==> src/sv/spimfc_pkg.sv <==
// shared types and constants for the spi frame fetch block
`default_nettype none

package spimfc_pkg;

   // sequencer phases
   typedef enum logic [2:0] {
      PH_IDLE = 3'd0,
      PH_GAP  = 3'd1,
      PH_LOW  = 3'd2,
      PH_HIGH = 3'd3,
      PH_END  = 3'd4
   } phase_type;

   // register indexes on the csr port
   typedef enum logic [2:0] {
      CSR_HALF_PERIOD = 3'd0,
      CSR_BYTE_GAP    = 3'd1,
      CSR_COMMAND     = 3'd2,
      CSR_DUMMY       = 3'd3,
      CSR_FILL        = 3'd4,
      CSR_DATA_COUNT  = 3'd5
   } csr_index_type;

   localparam int unsigned CsrAddrWidth = 3;
   localparam int unsigned CsrDataWidth = 16;
   localparam int unsigned ReqDataWidth = 8;
   localparam int unsigned RspDataWidth = 24;
   // bits of rsp_tdata that carry fields, the rest is padding
   localparam int unsigned RspFieldBits = 20;

   // reset values of the registers
   localparam logic [15:0] HalfPeriodReset = 16'd1000;
   localparam logic [15:0] ByteGapReset    = 16'd225;
   localparam logic [7:0]  CommandReset    = 8'd97;
   localparam logic [7:0]  DummyReset      = 8'd0;
   localparam logic [7:0]  FillReset       = 8'd10;
   localparam logic [6:0]  DataCountReset  = 7'd30;

   localparam logic [6:0]  DataCountMax    = 7'd64;
   localparam logic [6:0]  HeaderBytes     = 7'd2;

endpackage

`default_nettype wire

==> src/sv/spi_master_frame_fetch_checksum.sv <==
// spi mode-0 master that fetches a sensor frame and checks its additive checksum
//
// Each item on the req channel is one tick of the bit sequencer and carries
// start_req and the sampled miso level. For every accepted item exactly one
// item leaves on the rsp channel with the line levels (cs_n, sck, mosi) for
// that tick, a received data byte with its index when byte_valid is set, and
// frame_done (on rsp_tlast) with checksum_ok on the final tick of a frame.
// The sequencer state and the result register are both written at the edge
// that accepts the item, so a result is shown in the cycle after its item is
// taken; one item per cycle is sustained as long as the receiver takes them.
// When rsp_tready is low the result register holds its item and req_tready
// drops until it is taken, so the sequencer simply stops advancing.
// Registers are written on the csr port and act on the next tick. Reset puts
// the sequencer in idle with counters and sums cleared, loads the register
// defaults and empties the result register.
`default_nettype none

module spi_master_frame_fetch_checksum (
   input  wire logic                                  clock,
   input  wire logic                                  reset,
   // req_tdata: start_req, miso, zero padding
   input  wire logic                                  req_tvalid,
   output logic                                       req_tready,
   input  wire logic [spimfc_pkg::ReqDataWidth-1:0]   req_tdata,
   // rsp_tdata: cs_n, sck, mosi, byte_valid, byte_value[7:0], byte_index[5:0],
   // checksum_ok, busy_res, zero padding; rsp_tlast: frame_done
   output logic                                       rsp_tvalid,
   input  wire logic                                  rsp_tready,
   output logic [spimfc_pkg::RspDataWidth-1:0]        rsp_tdata,
   output logic                                       rsp_tlast,
   input  wire logic                                  csr_we,
   input  wire logic [spimfc_pkg::CsrAddrWidth-1:0]   csr_addr,
   input  wire logic [spimfc_pkg::CsrDataWidth-1:0]   csr_wdata
);

   // configuration registers
   logic [15:0] half_ff, gap_ff;
   logic [7:0]  command_ff, dummy_ff, fill_ff;
   logic [6:0]  count_ff;

   // sequencer state
   spimfc_pkg::phase_type phase_ff, phase_in;
   logic [2:0]  bit_ff, bit_in;
   logic [6:0]  byte_ff, byte_in;
   logic [15:0] tick_ff, tick_in;
   logic [7:0]  tx_ff, tx_in;
   logic [7:0]  rx_ff, rx_in;
   logic [7:0]  sum_ff, sum_in;

   // result register
   logic        rsp_valid_ff;
   logic [spimfc_pkg::RspFieldBits-1:0] rsp_data_ff, rsp_data_in;
   logic        rsp_last_ff, rsp_last_in;

   logic        req_fire;
   logic        start_req, miso;

   logic        cs_n, sck, mosi, byte_valid, frame_done, checksum_ok, busy_res;
   logic [7:0]  byte_value;
   logic [5:0]  byte_index;

   logic [16:0] tick_inc;
   logic [15:0] half_eff;
   logic [6:0]  count_eff, last_pos, byte_inc, data_pos;
   logic [2:0]  bit_inc;
   logic        gap_done, half_done;
   logic [7:0]  rx_cur;
   spimfc_pkg::phase_type start_phase;

   assign start_req = req_tdata[0];
   assign miso      = req_tdata[1];

   assign req_tready = !rsp_valid_ff || rsp_tready;
   assign req_fire   = req_tvalid && req_tready;

   always_ff @(posedge clock) begin
      if (reset) begin
         half_ff    <= spimfc_pkg::HalfPeriodReset;
         gap_ff     <= spimfc_pkg::ByteGapReset;
         command_ff <= spimfc_pkg::CommandReset;
         dummy_ff   <= spimfc_pkg::DummyReset;
         fill_ff    <= spimfc_pkg::FillReset;
         count_ff   <= spimfc_pkg::DataCountReset;
      end else if (csr_we) begin
         unique case (spimfc_pkg::csr_index_type'(csr_addr))
            spimfc_pkg::CSR_HALF_PERIOD: half_ff    <= csr_wdata;
            spimfc_pkg::CSR_BYTE_GAP:    gap_ff     <= csr_wdata;
            spimfc_pkg::CSR_COMMAND:     command_ff <= csr_wdata[7:0];
            spimfc_pkg::CSR_DUMMY:       dummy_ff   <= csr_wdata[7:0];
            spimfc_pkg::CSR_FILL:        fill_ff    <= csr_wdata[7:0];
            spimfc_pkg::CSR_DATA_COUNT:  count_ff   <= csr_wdata[6:0];
            default: ;
         endcase
      end
   end

   // shared arithmetic for the step
   assign tick_inc  = {1'b0, tick_ff} + 17'd1;
   assign half_eff  = (half_ff == 16'd0) ? 16'd1 : half_ff;
   assign gap_done  = tick_inc >= {1'b0, gap_ff};
   assign half_done = tick_inc >= {1'b0, half_eff};
   assign count_eff = (count_ff == 7'd0) ? 7'd1 :
                      (count_ff > spimfc_pkg::DataCountMax) ? spimfc_pkg::DataCountMax :
                      count_ff;
   assign last_pos  = spimfc_pkg::HeaderBytes + count_eff;
   assign byte_inc  = byte_ff + 7'd1;
   assign data_pos  = byte_ff - spimfc_pkg::HeaderBytes;
   assign bit_inc   = bit_ff + 3'd1;
   // miso is taken on the first high tick of each bit
   assign rx_cur    = (tick_ff == 16'd0) ? {rx_ff[6:0], miso} : rx_ff;
   assign start_phase = (gap_ff == 16'd0) ? spimfc_pkg::PH_LOW : spimfc_pkg::PH_GAP;

   always_comb begin
      phase_in    = phase_ff;
      bit_in      = bit_ff;
      byte_in     = byte_ff;
      tick_in     = tick_ff;
      tx_in       = tx_ff;
      rx_in       = rx_ff;
      sum_in      = sum_ff;
      cs_n        = 1'b0;
      sck         = 1'b0;
      mosi        = 1'b0;
      byte_valid  = 1'b0;
      byte_value  = 8'd0;
      byte_index  = 6'd0;
      frame_done  = 1'b0;
      checksum_ok = 1'b0;
      busy_res    = 1'b1;
      unique case (phase_ff)
         spimfc_pkg::PH_GAP: begin
            if (gap_done) begin
               phase_in = spimfc_pkg::PH_LOW;
               tick_in  = 16'd0;
            end else begin
               tick_in = tick_inc[15:0];
            end
         end
         spimfc_pkg::PH_LOW: begin
            mosi = tx_ff[7];
            if (half_done) begin
               phase_in = spimfc_pkg::PH_HIGH;
               tick_in  = 16'd0;
            end else begin
               tick_in = tick_inc[15:0];
            end
         end
         spimfc_pkg::PH_HIGH: begin
            sck   = 1'b1;
            mosi  = tx_ff[7];
            rx_in = rx_cur;
            if (half_done) begin
               tick_in = 16'd0;
               tx_in   = {tx_ff[6:0], 1'b0};
               bit_in  = bit_inc;
               if (bit_inc != 3'd0) begin
                  phase_in = spimfc_pkg::PH_LOW;
               end else if (byte_ff >= last_pos) begin
                  // checksum byte received
                  phase_in = spimfc_pkg::PH_END;
               end else begin
                  if (byte_ff >= spimfc_pkg::HeaderBytes) begin
                     byte_valid = 1'b1;
                     byte_value = rx_cur;
                     byte_index = data_pos[5:0];
                     sum_in     = sum_ff + rx_cur;
                  end
                  byte_in  = byte_inc;
                  tx_in    = (byte_inc == 7'd1) ? dummy_ff : fill_ff;
                  phase_in = start_phase;
               end
            end else begin
               tick_in = tick_inc[15:0];
            end
         end
         spimfc_pkg::PH_END: begin
            frame_done  = 1'b1;
            checksum_ok = (rx_ff == sum_ff);
            phase_in    = spimfc_pkg::PH_IDLE;
         end
         default: begin
            cs_n     = 1'b1;
            busy_res = 1'b0;
            phase_in = spimfc_pkg::PH_IDLE;
            if (start_req) begin
               byte_in  = 7'd0;
               sum_in   = 8'd0;
               rx_in    = 8'd0;
               tx_in    = command_ff;
               bit_in   = 3'd0;
               tick_in  = 16'd0;
               phase_in = start_phase;
            end
         end
      endcase
   end

   assign rsp_data_in = {busy_res, checksum_ok, byte_index, byte_value,
                         byte_valid, mosi, sck, cs_n};
   assign rsp_last_in = frame_done;

   always_ff @(posedge clock) begin
      if (reset) begin
         phase_ff <= spimfc_pkg::PH_IDLE;
         bit_ff   <= 3'd0;
         byte_ff  <= 7'd0;
         tick_ff  <= 16'd0;
         tx_ff    <= 8'd0;
         rx_ff    <= 8'd0;
         sum_ff   <= 8'd0;
      end else if (req_fire) begin
         phase_ff <= phase_in;
         bit_ff   <= bit_in;
         byte_ff  <= byte_in;
         tick_ff  <= tick_in;
         tx_ff    <= tx_in;
         rx_ff    <= rx_in;
         sum_ff   <= sum_in;
      end
   end

   always_ff @(posedge clock) begin
      if (reset) begin
         rsp_valid_ff <= 1'b0;
      end else if (req_fire) begin
         rsp_valid_ff <= 1'b1;
      end else if (rsp_tready) begin
         rsp_valid_ff <= 1'b0;
      end
   end

   always_ff @(posedge clock) begin
      if (req_fire) begin
         rsp_data_ff <= rsp_data_in;
         rsp_last_ff <= rsp_last_in;
      end
   end

   assign rsp_tvalid = rsp_valid_ff;
   assign rsp_tdata  = {{(spimfc_pkg::RspDataWidth - spimfc_pkg::RspFieldBits){1'b0}},
                        rsp_data_ff};
   assign rsp_tlast  = rsp_last_ff;

   // a data byte and the frame end never share a tick
   a_byte_not_done: assert property (@(posedge clock) disable iff (reset)
      rsp_valid_ff |-> !(rsp_data_ff[3] && rsp_last_ff))
      else $error("data byte reported on the frame end tick");

   // deselected slave sees an idle clock and the block is not busy
   a_cs_idle: assert property (@(posedge clock) disable iff (reset)
      (rsp_valid_ff && rsp_data_ff[0]) |-> (!rsp_data_ff[1] && !rsp_data_ff[19]))
      else $error("clock or busy while chip select is high");

   // the frame end lasts one tick
   a_end_one_tick: assert property (@(posedge clock) disable iff (reset)
      (req_fire && phase_ff == spimfc_pkg::PH_END) |=> (phase_ff == spimfc_pkg::PH_IDLE))
      else $error("frame end phase did not return to idle");

   // bit position only moves inside a byte transfer
   a_bit_in_transfer: assert property (@(posedge clock) disable iff (reset)
      (bit_ff != 3'd0) |->
         (phase_ff == spimfc_pkg::PH_LOW || phase_ff == spimfc_pkg::PH_HIGH))
      else $error("bit counter nonzero outside a transfer");

   // tick counter is cleared whenever the sequencer is idle or ending
   a_tick_clear: assert property (@(posedge clock) disable iff (reset)
      (phase_ff == spimfc_pkg::PH_IDLE || phase_ff == spimfc_pkg::PH_END) |->
         (tick_ff == 16'd0))
      else $error("tick counter not cleared");

endmodule

`default_nettype wire
==> config.mk <==
export PLATFORM = sky130hd
export DESIGN_NAME = spi_master_frame_fetch_checksum
export DESIGN_NICKNAME = d
export VERILOG_FILES = /design/src/sv/spimfc_pkg.sv /design/src/sv/spi_master_frame_fetch_checksum.sv
export SDC_FILE = /design/constraint.sdc
export NUM_CORES = 1
export LEC_CHECK = 0
export BUFFER_PORTS_ARGS = -buffer_cell sky130_fd_sc_hd__buf_2
export CORE_MARGIN = 2
export CORE_UTILIZATION = 40
export DETAILED_ROUTE_END_ITERATION = 10
export GPL_ROUTABILITY_DRIVEN = 0
export SYNTH_ARGS = -nofsm -noshare
export SYNTH_HDL_FRONTEND = slang
export SYNTH_SLANG_ARGS = --single-unit
==> constraint.sdc <==
create_clock -name clock -period 3.5 [get_ports clock]
set_input_delay 0.7 -clock clock [delete_from_list [all_inputs] [get_ports clock]]
set_output_delay 0.7 -clock clock [all_outputs]
set_load 0.01 [all_outputs]
==> results.md, run 1 <==
* Max Fanout on Critical Path at 8
* Syn Area/Cell at between 8 and 9 sq um
* Worst min-delay path startpoint: dummy_ff[2]
* Die Ht at 143 um
* CP top delay family: simple AND/OR/NAND/NOR gates
* Number of clock sinks at 138
* Synth Instances at 903
* P per Cell Area at 431 nW/um^2
* Syn-to-layout area delta at 18.5%
* Worst path slowest cell: or4_4
* Max Transition Viols Final at 0
* Sw Pwr at around 950 uW
* Skew-Pair Late Insertion Delay at 0.42 ns
* Flop pwr share at 43.1%
* Cell Area, Placed at approximately 8400 sq um
* Design area at 9120 sq um
* Mux contribution to synthesized area at 4.19%
* Most common cell after layout, fill and taps aside: nand2_1
* ANT nets after route at 0
* Pwr Total at 3930 uW
* Most frequent cells in the layout: nand2_1 (149), dfxtp_1 (112), a21oi_1 (69)
* Iteration-0 DRC Markers at roughly 310
* Number of fill cells at approximately 1,800
* Max_cap viols at 0
* Largest family of logic cells by synthesized area: simple AND/OR/NAND/NOR gates
* Register area share after synthesis at approximately two fifths
* R2r worst-path depth at 15
* Worst Setup Start Kind: flip-flop
* Setup_tns at 0 ns
* Antenna cells at 0
* Syn Std Cell Area at between 7000 and 8000 sq um
* Via-to-Cell Ratio at 5.12
* Hold-fix buffers at CTS at 0
* Post-synthesis register bit count at approximately 140
* # nets final at roughly 1,100
* Fin worst setup slack at roughly 0.17 ns
* CTS H-Tree Depth at 4
* Vias in the first global route at 5,975
* Status: complete, no violations
* Hold WC Path Type: reg2reg
* R2r setup slk at ~0.17 ns
* Clock power share at between 40% and 50%
* Capture point of the worst path: rsp_data_ff[11]
* DRC at 0
* Worst reg2reg path startpoint: tick_ff[2]
* Yosys cell types at 69
* Post-Synth Simple-Gate Area at about 23%
* Layout cells sized above 1 at 17.3%
* Drt total wl at ~18,000 um
* CORE AREA at roughly 19,000 sq um
* CP required at roughly 3.8 ns
* Worst path depth at 15
* Max Clock Skew at around 0.0072 ns
* Worst-margin pin slew at approximately 0.81 ns
* Internal Pwr Total at roughly 3000 uW
* FMAX at 300 MHz
* Vias at 6,256
* Final hold violations at 0
* Die Width at ~140 um
* Worst EP arrival at 3.60 ns
* CTS tree: yes
* Post-DP HPWL at 13,000 um
* Yosys warnings at 0
* Initial antenna violation count at 0
* Async set or reset register ratio after synthesis at 0%
* WS Path Type: reg2reg
* Drt pass-1 iters at 4
* Crit end category: flip-flop
* Leak pwr at between 0.003 and 0.004 uW
* Worst-path cell chain: nand3_2 > nor3_2 > and4_4 > nand3_2 > xnor2_2 > ha_1 > nand3_1 > nor3_2 > o311ai_1 > o2111ai_1 > buf_4 > nor2_2 > or4_4 > buf_12 > nor2_1
* Clock Path Buffers at 2
* Global route total overflow at 0
* WL/cell at around 15 um
* Largest net degree at the start of global routing at 69
* Place WS at -0.0158 ns
* Worst Path Buf+Inv at 2
* Shortest period the worst path allows at around 3.3 ns
* Worst slew margin at 45.8%
* Gate power share at between 10% and 20%
* Final setup viols at 0
* Post-synthesis compound-gate area fraction at between 15 and 20%
* First-pass GRT wire length at about 30,000 um
* R2r endpoint: rsp_data_ff[11]
* Inserted Clock Buffers at 17
* IO Count at just under 60
* Xor/xnor cell area share of the yosys netlist at roughly 4%
* Clock slew seen by the registers of the worst setup and hold paths at about 0.06 ns
* Switching Share at approximately 24%
* Adder-cell share of the synthesized area at 9.36%
* Crit path from: tick_ff[2]
* Root buffer cell: clkbuf_16
* GRT Total Usage at between 10% and 20%
* Fin crit share at a little over nine tenths
* Worst vdd ir at 0.000329 V
* Primary FF master, synth: dfxtp_1
* I/O Buffers at 48
* Row cnt at 50
* DIE AREA at around 20,000 sq um
* Largest stage delay on the critical path at approximately 0.56 ns
* Starting Density at 41.0%
* Post-synth EDFFs at 21
## cells in the mapped netlist, types with 9 or more instances
master,n,area (sq um)
nor4_1,12,75.1
o21ai_0,16,80.1
a21oi_1,71,355
ha_1,56,701
inv_1,57,214
a22oi_1,9,67.6
nor2b_1,17,106
nand4_1,9,56.3
nor3_1,19,95.1
dfxtp_1,117,2340
edfxtp_1,21,631
nor2_1,61,229
xnor2_1,23,201
nand2_1,149,559
clkbuf_1,34,128
nor2_4,9,101
nand3_1,18,90.1
nand2b_1,22,138
a211o_1,12,105
a211oi_1,18,135
xor2_1,12,105
mux2i_1,30,300
## what timing repair did
action | in CTS | in global routing
pin swaps | 1 | 6
resized for setup | 1 | 25
setup endpoints to repair | 16 | 49
gates cloned | 0 | 2
setup buffers | 1 | 4
## power groups by stage
stage,Clock [uW],Sequential [uW],Combinational [uW]
5_1_grt,1890,1700,501
3_3_place_gp,0,1730,433
3_5_place_dp,0,1730,435
4_1_cts,1820,1690,437
2_1_floorplan,0,1730,277
6_report,1790,1690,447
## per-stage QoR
step / util (%) / hold slack [ns] / std cells
finish: 48.6 / 0.453 / 1223
global route: 48.6 / 0.470 / 1223
CTS: 47.8 / 0.454 / 1217
detailed placement: 44.6 / 0.447 / 1187
global placement: 44.6 / 0.439 / 1187
floorplan: - / 0.433 / 906
## cell type report
type                       instances  area [sq um]  area share, %
multi-input combinational        663          4360           47.8
sequential                       138          2980           32.7
timing repair buffer             101           688           7.55
clock buffer                      22           495           5.43
tap                              234           293           3.21
inverter                          58           218           2.39
clock inverter                     7          88.8          0.974
## worst min-delay path by stage
stage	end	slack (ns)	depth (start not counted)
finish	dummy_ff[2]	0.45	2
floorplan	dummy_ff[0]	0.43	2
CTS	fill_ff[4]	0.45	2
global placement	dummy_ff[0]	0.44	2
detailed placement	fill_ff[4]	0.45	2
global route	fill_ff[4]	0.47	2
## flip-flops by register name, summed over array words and instances (netlist names)
register	count
half_ff	16
sum_ff	8
count_ff	7
phase_ff	3
fill_ff	8
tick_ff	16
tx_ff	8
rx_ff	8
rsp_tvalid	1
byte_ff	7
gap_ff	16
rsp_tlast	1
rsp_data_ff	20
bit_ff	3
dummy_ff	8
command_ff	8
## cell families (layout without fill, tap and decap cells)
family | after synthesis | after routing
and+or+nand+nor | 356 | 356
AOI/OAI and AO/OA | 179 | 179
DFF | 138 | 138
buffers and inverters | 105 | 188
adders and majority gates | 57 | 57
xor gates and xnor gates | 35 | 35
muxes | 32 | 32
other | 1 | 4
## layer usage
layer | track usage [%] | part of all wire [%] | vias to the layer above
met3 | 4.12 | 4.4 | 9
met4 | 4.74 | 0.79 | 0
li1 | - | - | 3288
met2 | 31.5 | 48 | 97
met5 | 0 | 0 | -
met1 | 24.2 | 47 | 2862
## tightest hold or removal path, delay by kind of cell, from the launching register on
family / cells / cell delay [ns]
DFF: 1 / 0.30
and+or+nand+nor: 1 / 0.05
AOI/OAI and AO/OA: 1 / 0.05
Power figures use the tool's default switching activity.
==> inputs of run 2 (changes only) <==
- BUFFER_PORTS_ARGS: -buffer_cell sky130_fd_sc_hd__buf_2 -> unset
- DONT_BUFFER_PORTS: unset -> 1
- clock period: 3.5 -> 3 ns (I/O delays scaled with it)
==> run 2 against run 1 <==
The run now ends with setup timing left. First-iteration DRC count increased by 21%. Worst setup slack got worse by 0.38 ns. Non-clock buffer count increased by 10. Global-route usage increased by 1.3 points. Clock power increased by 15%. Register-to-register slack got worse by 0.38 ns. Core utilization increased by 4.1 points. Die area unchanged. Critical endpoint is now sum_ff[5]. Largest cell class unchanged. Largest power group unchanged.
==> results.md, run 2 (synthesis results as in run 1) <==
* ANT nets after route at 0 (unchanged)
* WS Path Type: reg2reg
* Final setup viols at 53 (+53)
* Clock power share at 44.6% (-0.9 points)
* Hold-fix buffers at CTS at 0 (unchanged)
* Worst path slowest cell: dfxtp_4
* Drt total wl at 19,900 um (+9.7%)
* Iteration-0 DRC Markers at 379 (+21%)
* Largest register FFs at 20 (unchanged)
* DIE AREA at 20,400 sq um (unchanged)
* Gate power share at 12.1% (+0.7 points)
* GRT Total Usage at 20.0% (+1.3 points)
* Final core occ at 52.6% (+4.1 points)
* Crit path from: tick_ff[0]
* WL/cell at 16.1 um (+8.5%)
* FMAX at 312 MHz (+3.8%)
* Pwr Total at 4610 uW (+17%)
* Storage cell area at 2980 sq um (+0.17%)
* Vias at 6,513 (+4.1%)
* Failing checks: setup timing
* Die Width at 143 um (unchanged)
* CTS tree: yes
* Switching Share at 28.1% (+4.0 points)
* Initial antenna violation count at 0 (unchanged)
* Flop pwr share at 43.4% (+0.3 points)
* Fin worst setup slack at -0.207 ns (-0.377 ns)
* Worst Setup Start Kind: flip-flop
* Worst-margin pin slew at 0.704 ns (-0.107 ns)
* Status: finished with violations
* Worst reg2reg path startpoint: tick_ff[0]
* Worst Hold Slack at 0.245 ns (-0.208 ns)
* Clock Path Buffers at 2 (unchanged)
* Syn-to-layout area delta at 28.4%
* IO Count at 59 (unchanged)
* Root buffer cell: clkbuf_16
* Number of clock sinks at 138 (unchanged)
* Die Ht at 143 um (unchanged)
* Worst-path cell chain: ha_4 > nand4_1 > nor2_4 > nand3_1 > xnor2_2 > ha_1 > nand2_1 > nor3_4 > o311ai_2 > o2111ai_1 > buf_4 > buf_12 > buf_8 > o311ai_4 > buf_6 > or3_4 > a21oi_2
* Fin crit share at 107% (+12 points)
* Worst min-delay path startpoint: reset
* Starting Density at 41.0% (unchanged)
* Internal Pwr Total at 3320 uW (+11%)
* Drt pass-1 iters at 5 (+1)
* Max Clock Skew at 0.00939 ns (+0.00220 ns)
* # nets final at 1,078 (+0.94%)
* CORE AREA at 18,800 sq um (unchanged)
* Largest stage delay on the critical path at 0.39 ns (-0.17 ns)
* Sw Pwr at 1290 uW (+37%)
* Worst slew margin at 53.1% (+7.2 points)
* P per Cell Area at 466 nW/um^2 (+8.2%)
* First-pass GRT wire length at 31,900 um (+6.5%)
* Vias in the first global route at 6,270 (+4.9%)
* Skew-Pair Late Insertion Delay at 0.43 ns (about the same)
* Layout cells sized above 1 at 25.1% (+7.9 points)
* Final hold violations at 0 (unchanged)
* Max Fanout on Critical Path at 7 (-1)
* Number of fill cells at 1,732 (-5.3%)
* Leak pwr at 0.00425 uW (+8.4%)
* Multi-input gate area at 4850 sq um (+11%)
* I/O Buffers at 0 (-100%)
* Worst EP arrival at 3.57 ns (-0.03 ns)
* Global route total overflow at 0 (unchanged)
* DRC at 0 (unchanged)
* Clock slew seen by the registers of the worst setup and hold paths at 0.07 ns (about the same)
* CP required at 3.36 ns (-0.41 ns)
* Shortest period the worst path allows at 3.21 ns (-0.123 ns)
* Most frequent cells in the layout: nand2_1 (145), dfxtp_1 (112), buf_4 (93)
* Max_cap viols at 0 (unchanged)
* Post-DP HPWL at 13,500 um (+3.3%)
* Row cnt at 50 (unchanged)
* Antenna cells at 0 (unchanged)
* Unrepaired setup endpoints after global routing: true
* Most common cell after layout, fill and taps aside: nand2_1
* Inserted Clock Buffers at 17 (unchanged)
* Hold WC Path Type: in2reg
* CTS H-Tree Depth at 4 (unchanged)
* Largest net degree at the start of global routing at 108 (+57%)
* Via-to-Cell Ratio at 5.27 (+3.0%)
* Max Transition Viols Final at 0 (unchanged)
* Crit end category: flip-flop
* Worst vdd ir at 0.000418 V (+27%)
* Largest reg by FF count: rsp_data_ff
-- run 2: layout make-up --
type,count,share of cell area (%)
Clock buffer,17,4.31
Clock inverter,15,1.51
Inverter,58,2.28
Multi-Input combinational cell,663,49.1
Sequential cell,138,30.2
Tap cell,234,2.96
Timing Repair Buffer,111,9.62
-- run 2: stage by stage --
stage	instances	TNS [ns]	cell area (sq um)	setup slack [ns]
2_1_floorplan	906	-0.0936	7810	-0.0108
3_3_place_gp	1184	-7.85	8570	-0.314
3_5_place_dp	1184	-8.36	8570	-0.305
4_1_cts	1227	-5.12	9420	-0.191
5_1_grt	1236	-14.64	9880	-0.376
6_report	1236	-5.96	9880	-0.207
-- run 2: power by group through the flow --
stage	clock, uW	sequential, uW	combinational, uW
4_1_cts	2090	1990	481
6_report	2050	2000	556
3_5_place_dp	0	2030	443
5_1_grt	2170	2010	612
2_1_floorplan	0	2020	345
3_3_place_gp	0	2030	439
-- run 2: timing repair --
action                                  CTS  global route
gates cloned                              2             2
endpoints found under the setup margin   58            59
gates resized for setup                  42            81
hold endpoints to repair                  0             0
pin swaps                                39            22
setup buffers                             9             7
-- run 2: worst max-delay path: cells and delay by family (launching register included) --
family / cells / cell delay, ns
XOR/XNOR: 1 / 0.17
AND/OR/NAND/NOR: 6 / 1.11
buffers and inverters: 4 / 0.60
AO/OA/AOI/OAI: 4 / 0.43
flip-flops: 1 / 0.39
adder cells (fa/ha/maj): 2 / 0.46
-- run 2: path summary, 6_finish.rpt --
check / cells after the start / endpoint / slack [ns]
max reg2reg: 17 / sum_ff[5] / -0.21
min reg2reg: 2 / dummy_ff[7] / 0.46
max: 17 / sum_ff[5] / -0.21
min: 1 / rx_ff[1] / 0.25
-- run 2: per-layer routing --
layer	wire length, um	global-route usage, %	up-vias
met5	0	0	-
met4	146	4.12	0
met3	927	4.83	10
met2	9510	32.8	118
met1	9330	26.9	3060
li1	-	-	3325
==> inputs of run 3 (changes only) <==
- CELL_PAD_IN_SITES_DETAIL_PLACEMENT: unset -> 0
- CELL_PAD_IN_SITES_GLOBAL_PLACEMENT: unset -> 2
- CORE_UTILIZATION: 40 -> 35
- PLACE_DENSITY_LB_ADDON: unset -> 0.1
==> run 3 against run 2 <==
Critical path depth unchanged. Non-clock buffer count increased by 5. Largest power group unchanged. Die area increased by 14%. Total power increased by 0.73%. Design area increased by 1.9%. Core utilization decreased by 6.2 points. Critical endpoint is now sum_ff[7]. Global-route usage decreased by 1.2 points. Sequential power about the same. Final cell count increased by 4.1%. Worst setup slack got worse by 0.12 ns. The run still ends with setup timing left. First-iteration DRC count decreased by 9.5%.
==> results.md, run 3 (synthesis results as in run 1) <==
* Status: finished with violations
* Failing checks: setup timing
* CP most frequent cell: buf_6
* Cell Area, Placed at 8670 sq um (+1.2%)
* Root buffer cell: clkbuf_16
* Clock Path Buffers at 2 (unchanged)
* Worst Setup Start Kind: flip-flop
* DRC at 0 (unchanged)
* Switching Share at 27.5% (-0.52 points)
* Layout cells sized above 1 at 26.9% (+1.8 points)
* IO Count at 59 (unchanged)
* Largest stage delay on the critical path at 0.47 ns (+0.08 ns)
* Largest register FFs at 20 (unchanged)
* Worst path depth at 17 (unchanged)
* Worst-path cell chain: ha_4 > nand4_1 > nor2_4 > buf_6 > nand3_4 > xnor2_2 > ha_1 > nand2_2 > nor3_4 > o311ai_4 > o2111ai_4 > buf_6 > buf_6 > o31ai_4 > buf_4 > or4_1 > a21oi_1
* Antenna cells at 0 (unchanged)
* Clock slew seen by the registers of the worst setup and hold paths at 0.07 ns (about the same)
* WS Path Type: reg2reg
* Most common cell after layout, fill and taps aside: nand2_1
* Setup_tns at -13.15 ns (-7.19 ns)
* Fin crit share at 111% (+4.1 points)
* Unrepaired setup endpoints after global routing: true
* Crit end category: flip-flop
* Design area at 10,100 sq um (+1.9%)
* Most frequent cells in the layout: nand2_1 (136), dfxtp_1 (111), buf_4 (99)
* Row cnt at 54 (+8.0%)
* WL/cell at 17.0 um (+5.5%)
* Largest reg by FF count: rsp_data_ff
* Skew-Pair Late Insertion Delay at 0.43 ns (about the same)
* Met2 WL at 10,500 um (+11%)
* WHS Endpoint: byte_ff[4]
* Worst path slowest cell: or4_1
* Shortest period the worst path allows at 3.33 ns (+0.122 ns)
* Iteration-0 DRC Markers at 343 (-9.5%)
* Fin worst setup slack at -0.329 ns (-0.122 ns)
* CP required at 3.36 ns (about the same)
* Final hold violations at 0 (unchanged)
* Die Width at 152 um (+6.7%)
* Die Ht at 152 um (+6.7%)
* Vias in the first global route at 6,493 (+3.6%)
* Max Clock Skew at 0.0136 ns (+0.00423 ns)
* Worst EP arrival at 3.69 ns (+0.12 ns)
* Post-DP HPWL at 15,200 um (+13%)
* Max_cap viols at 0 (unchanged)
* P per Cell Area at 461 nW/um^2 (-1.1%)
* I/O Buffers at 0 (unchanged)
* R2r endpoint: sum_ff[7]
* Sw Pwr at 1280 uW (-1.1%)
* Flop pwr share at 43.0% (-0.4 points)
* Final setup viols at 59 (+11%)
* Worst vdd ir at 0.000373 V (-11%)
* ANT nets after route at 0 (unchanged)
* DIE AREA at 23,200 sq um (+14%)
* Global route total overflow at 0 (unchanged)
* Via-to-Cell Ratio at 5.20 (-1.3%)
* CORE AREA at 21,700 sq um (+16%)
* Max Transition Viols Final at 0 (unchanged)
* R2r setup slk at -0.33 ns (-0.12 ns)
* FMAX at 300 MHz (-3.7%)
* Worst reg2reg path startpoint: tick_ff[1]
* Gate power share at 13.1% (+1.0 points)
* Largest net degree at the start of global routing at 108 (unchanged)
* Starting Density at 35.5% (-5.5 points)
* Vias at 6,691 (+2.7%)
* Worst Path Buf+Inv at 4 (unchanged)
* Hold WC Path Type: in2reg
* Clock power share at 44.0% (-0.6 points)
* R2r worst-path depth at 17 (unchanged)
* DRT met1 WL at 10,100 um (+7.9%)
* Internal Pwr Total at 3360 uW (+1.5%)
* Number of clock sinks at 138 (unchanged)
* Inserted Clock Buffers at 17 (unchanged)
* Worst min-delay path startpoint: reset
* Worst-margin pin slew at 0.572 ns (-0.132 ns)
* Max Fanout on Critical Path at 4 (-3)
* Syn-to-layout area delta at 30.8%
* Top sig layer: met4
* Drt pass-1 iters at 5 (unchanged)
* First-pass GRT wire length at 34,700 um (+8.9%)
* GRT Total Usage at 18.7% (-1.2 points)
* Leak pwr at 0.00430 uW (+1.3%)
* # nets final at 1,084 (+0.56%)
* CTS H-Tree Depth at 4 (unchanged)
* Metal3 WL at 910 um (-1.8%)
* Worst slew margin at 61.8% (+8.7 points)
* CTS tree: yes
* WHS Path Cells at 1 (unchanged)
* CP top delay family: simple AND/OR/NAND/NOR gates
* Drt total wl at 21,900 um (+9.8%)
* Initial antenna violation count at 0 (unchanged)
[run 3: changes by cell type in the layout (fill, tap and decap cells not counted), moves of 3 or more]
cell | before | now
nand2b_4 | 6 | 13
nand2b_1 | 16 | 9
nor2b_1 | 12 | 15
buf_4 | 93 | 99
inv_8 | 6 | 1
nand2_2 | 3 | 11
nand2_1 | 145 | 136
[run 3: power groups by stage]
stage	Combinational, uW	Clock (uW)	Sequential (uW)
final	607	2040	1990
after detailed placement	477	0	2030
after global routing	668	2180	2000
after CTS	529	2090	1990
after floorplan	345	0	2020
after global placement	463	0	2030
[run 3: through the flow]
| stage | worst slack, ns | total power, uW | hold slack [ns] | utilization, % | instances |
|---|---|---|---|---|---|
| CTS | -0.292 | 4610 | 0.231 | 44.0 | 1276 |
| floorplan | -0.0108 | 2360 | 0.433 | - | 906 |
| finish | -0.329 | 4640 | 0.252 | 46.4 | 1287 |
| global route | -0.420 | 4850 | 0.226 | 46.4 | 1287 |
| detailed placement | -0.548 | 2510 | 0.440 | 40.0 | 1234 |
| global placement | -0.493 | 2490 | 0.434 | 40.0 | 1234 |
[run 3: cell type report]
cell class	count	area, sq um
fill	2063	11600
multi-input combinational	664	4940
sequential	138	2990
timing repair buffer	116	1010
clock buffer	18	450
tap	280	350
inverter	58	225
clock inverter	13	105
[run 3: worst max path at each step]
stage | from | end | slack (ns)
finish | tick_ff[1] | sum_ff[7] | -0.33
global route | tick_ff[1] | tx_ff[5] | -0.42
CTS | tick_ff[0] | sum_ff[7] | -0.29
detailed placement | tick_ff[1] | sum_ff[7] | -0.55
global placement | tick_ff[1] | sum_ff[7] | -0.49
floorplan | tick_ff[1] | rsp_data_ff[13] | -0.01
[run 3: metal layers]
layer,GRT usage [%],up-vias
li1,-,3335
met2,31.0,145
met5,0,-
met3,4.12,34
met1,24.5,3177
met4,5.65,0
[run 3: repair_timing]
action | in CTS | in global routing
buffers inserted | 8 | 10
gates resized for setup | 49 | 87
cloned | 3 | 2
pin swaps | 29 | 37
setup endpoints to repair | 60 | 60
hold buffers | 0 | 0
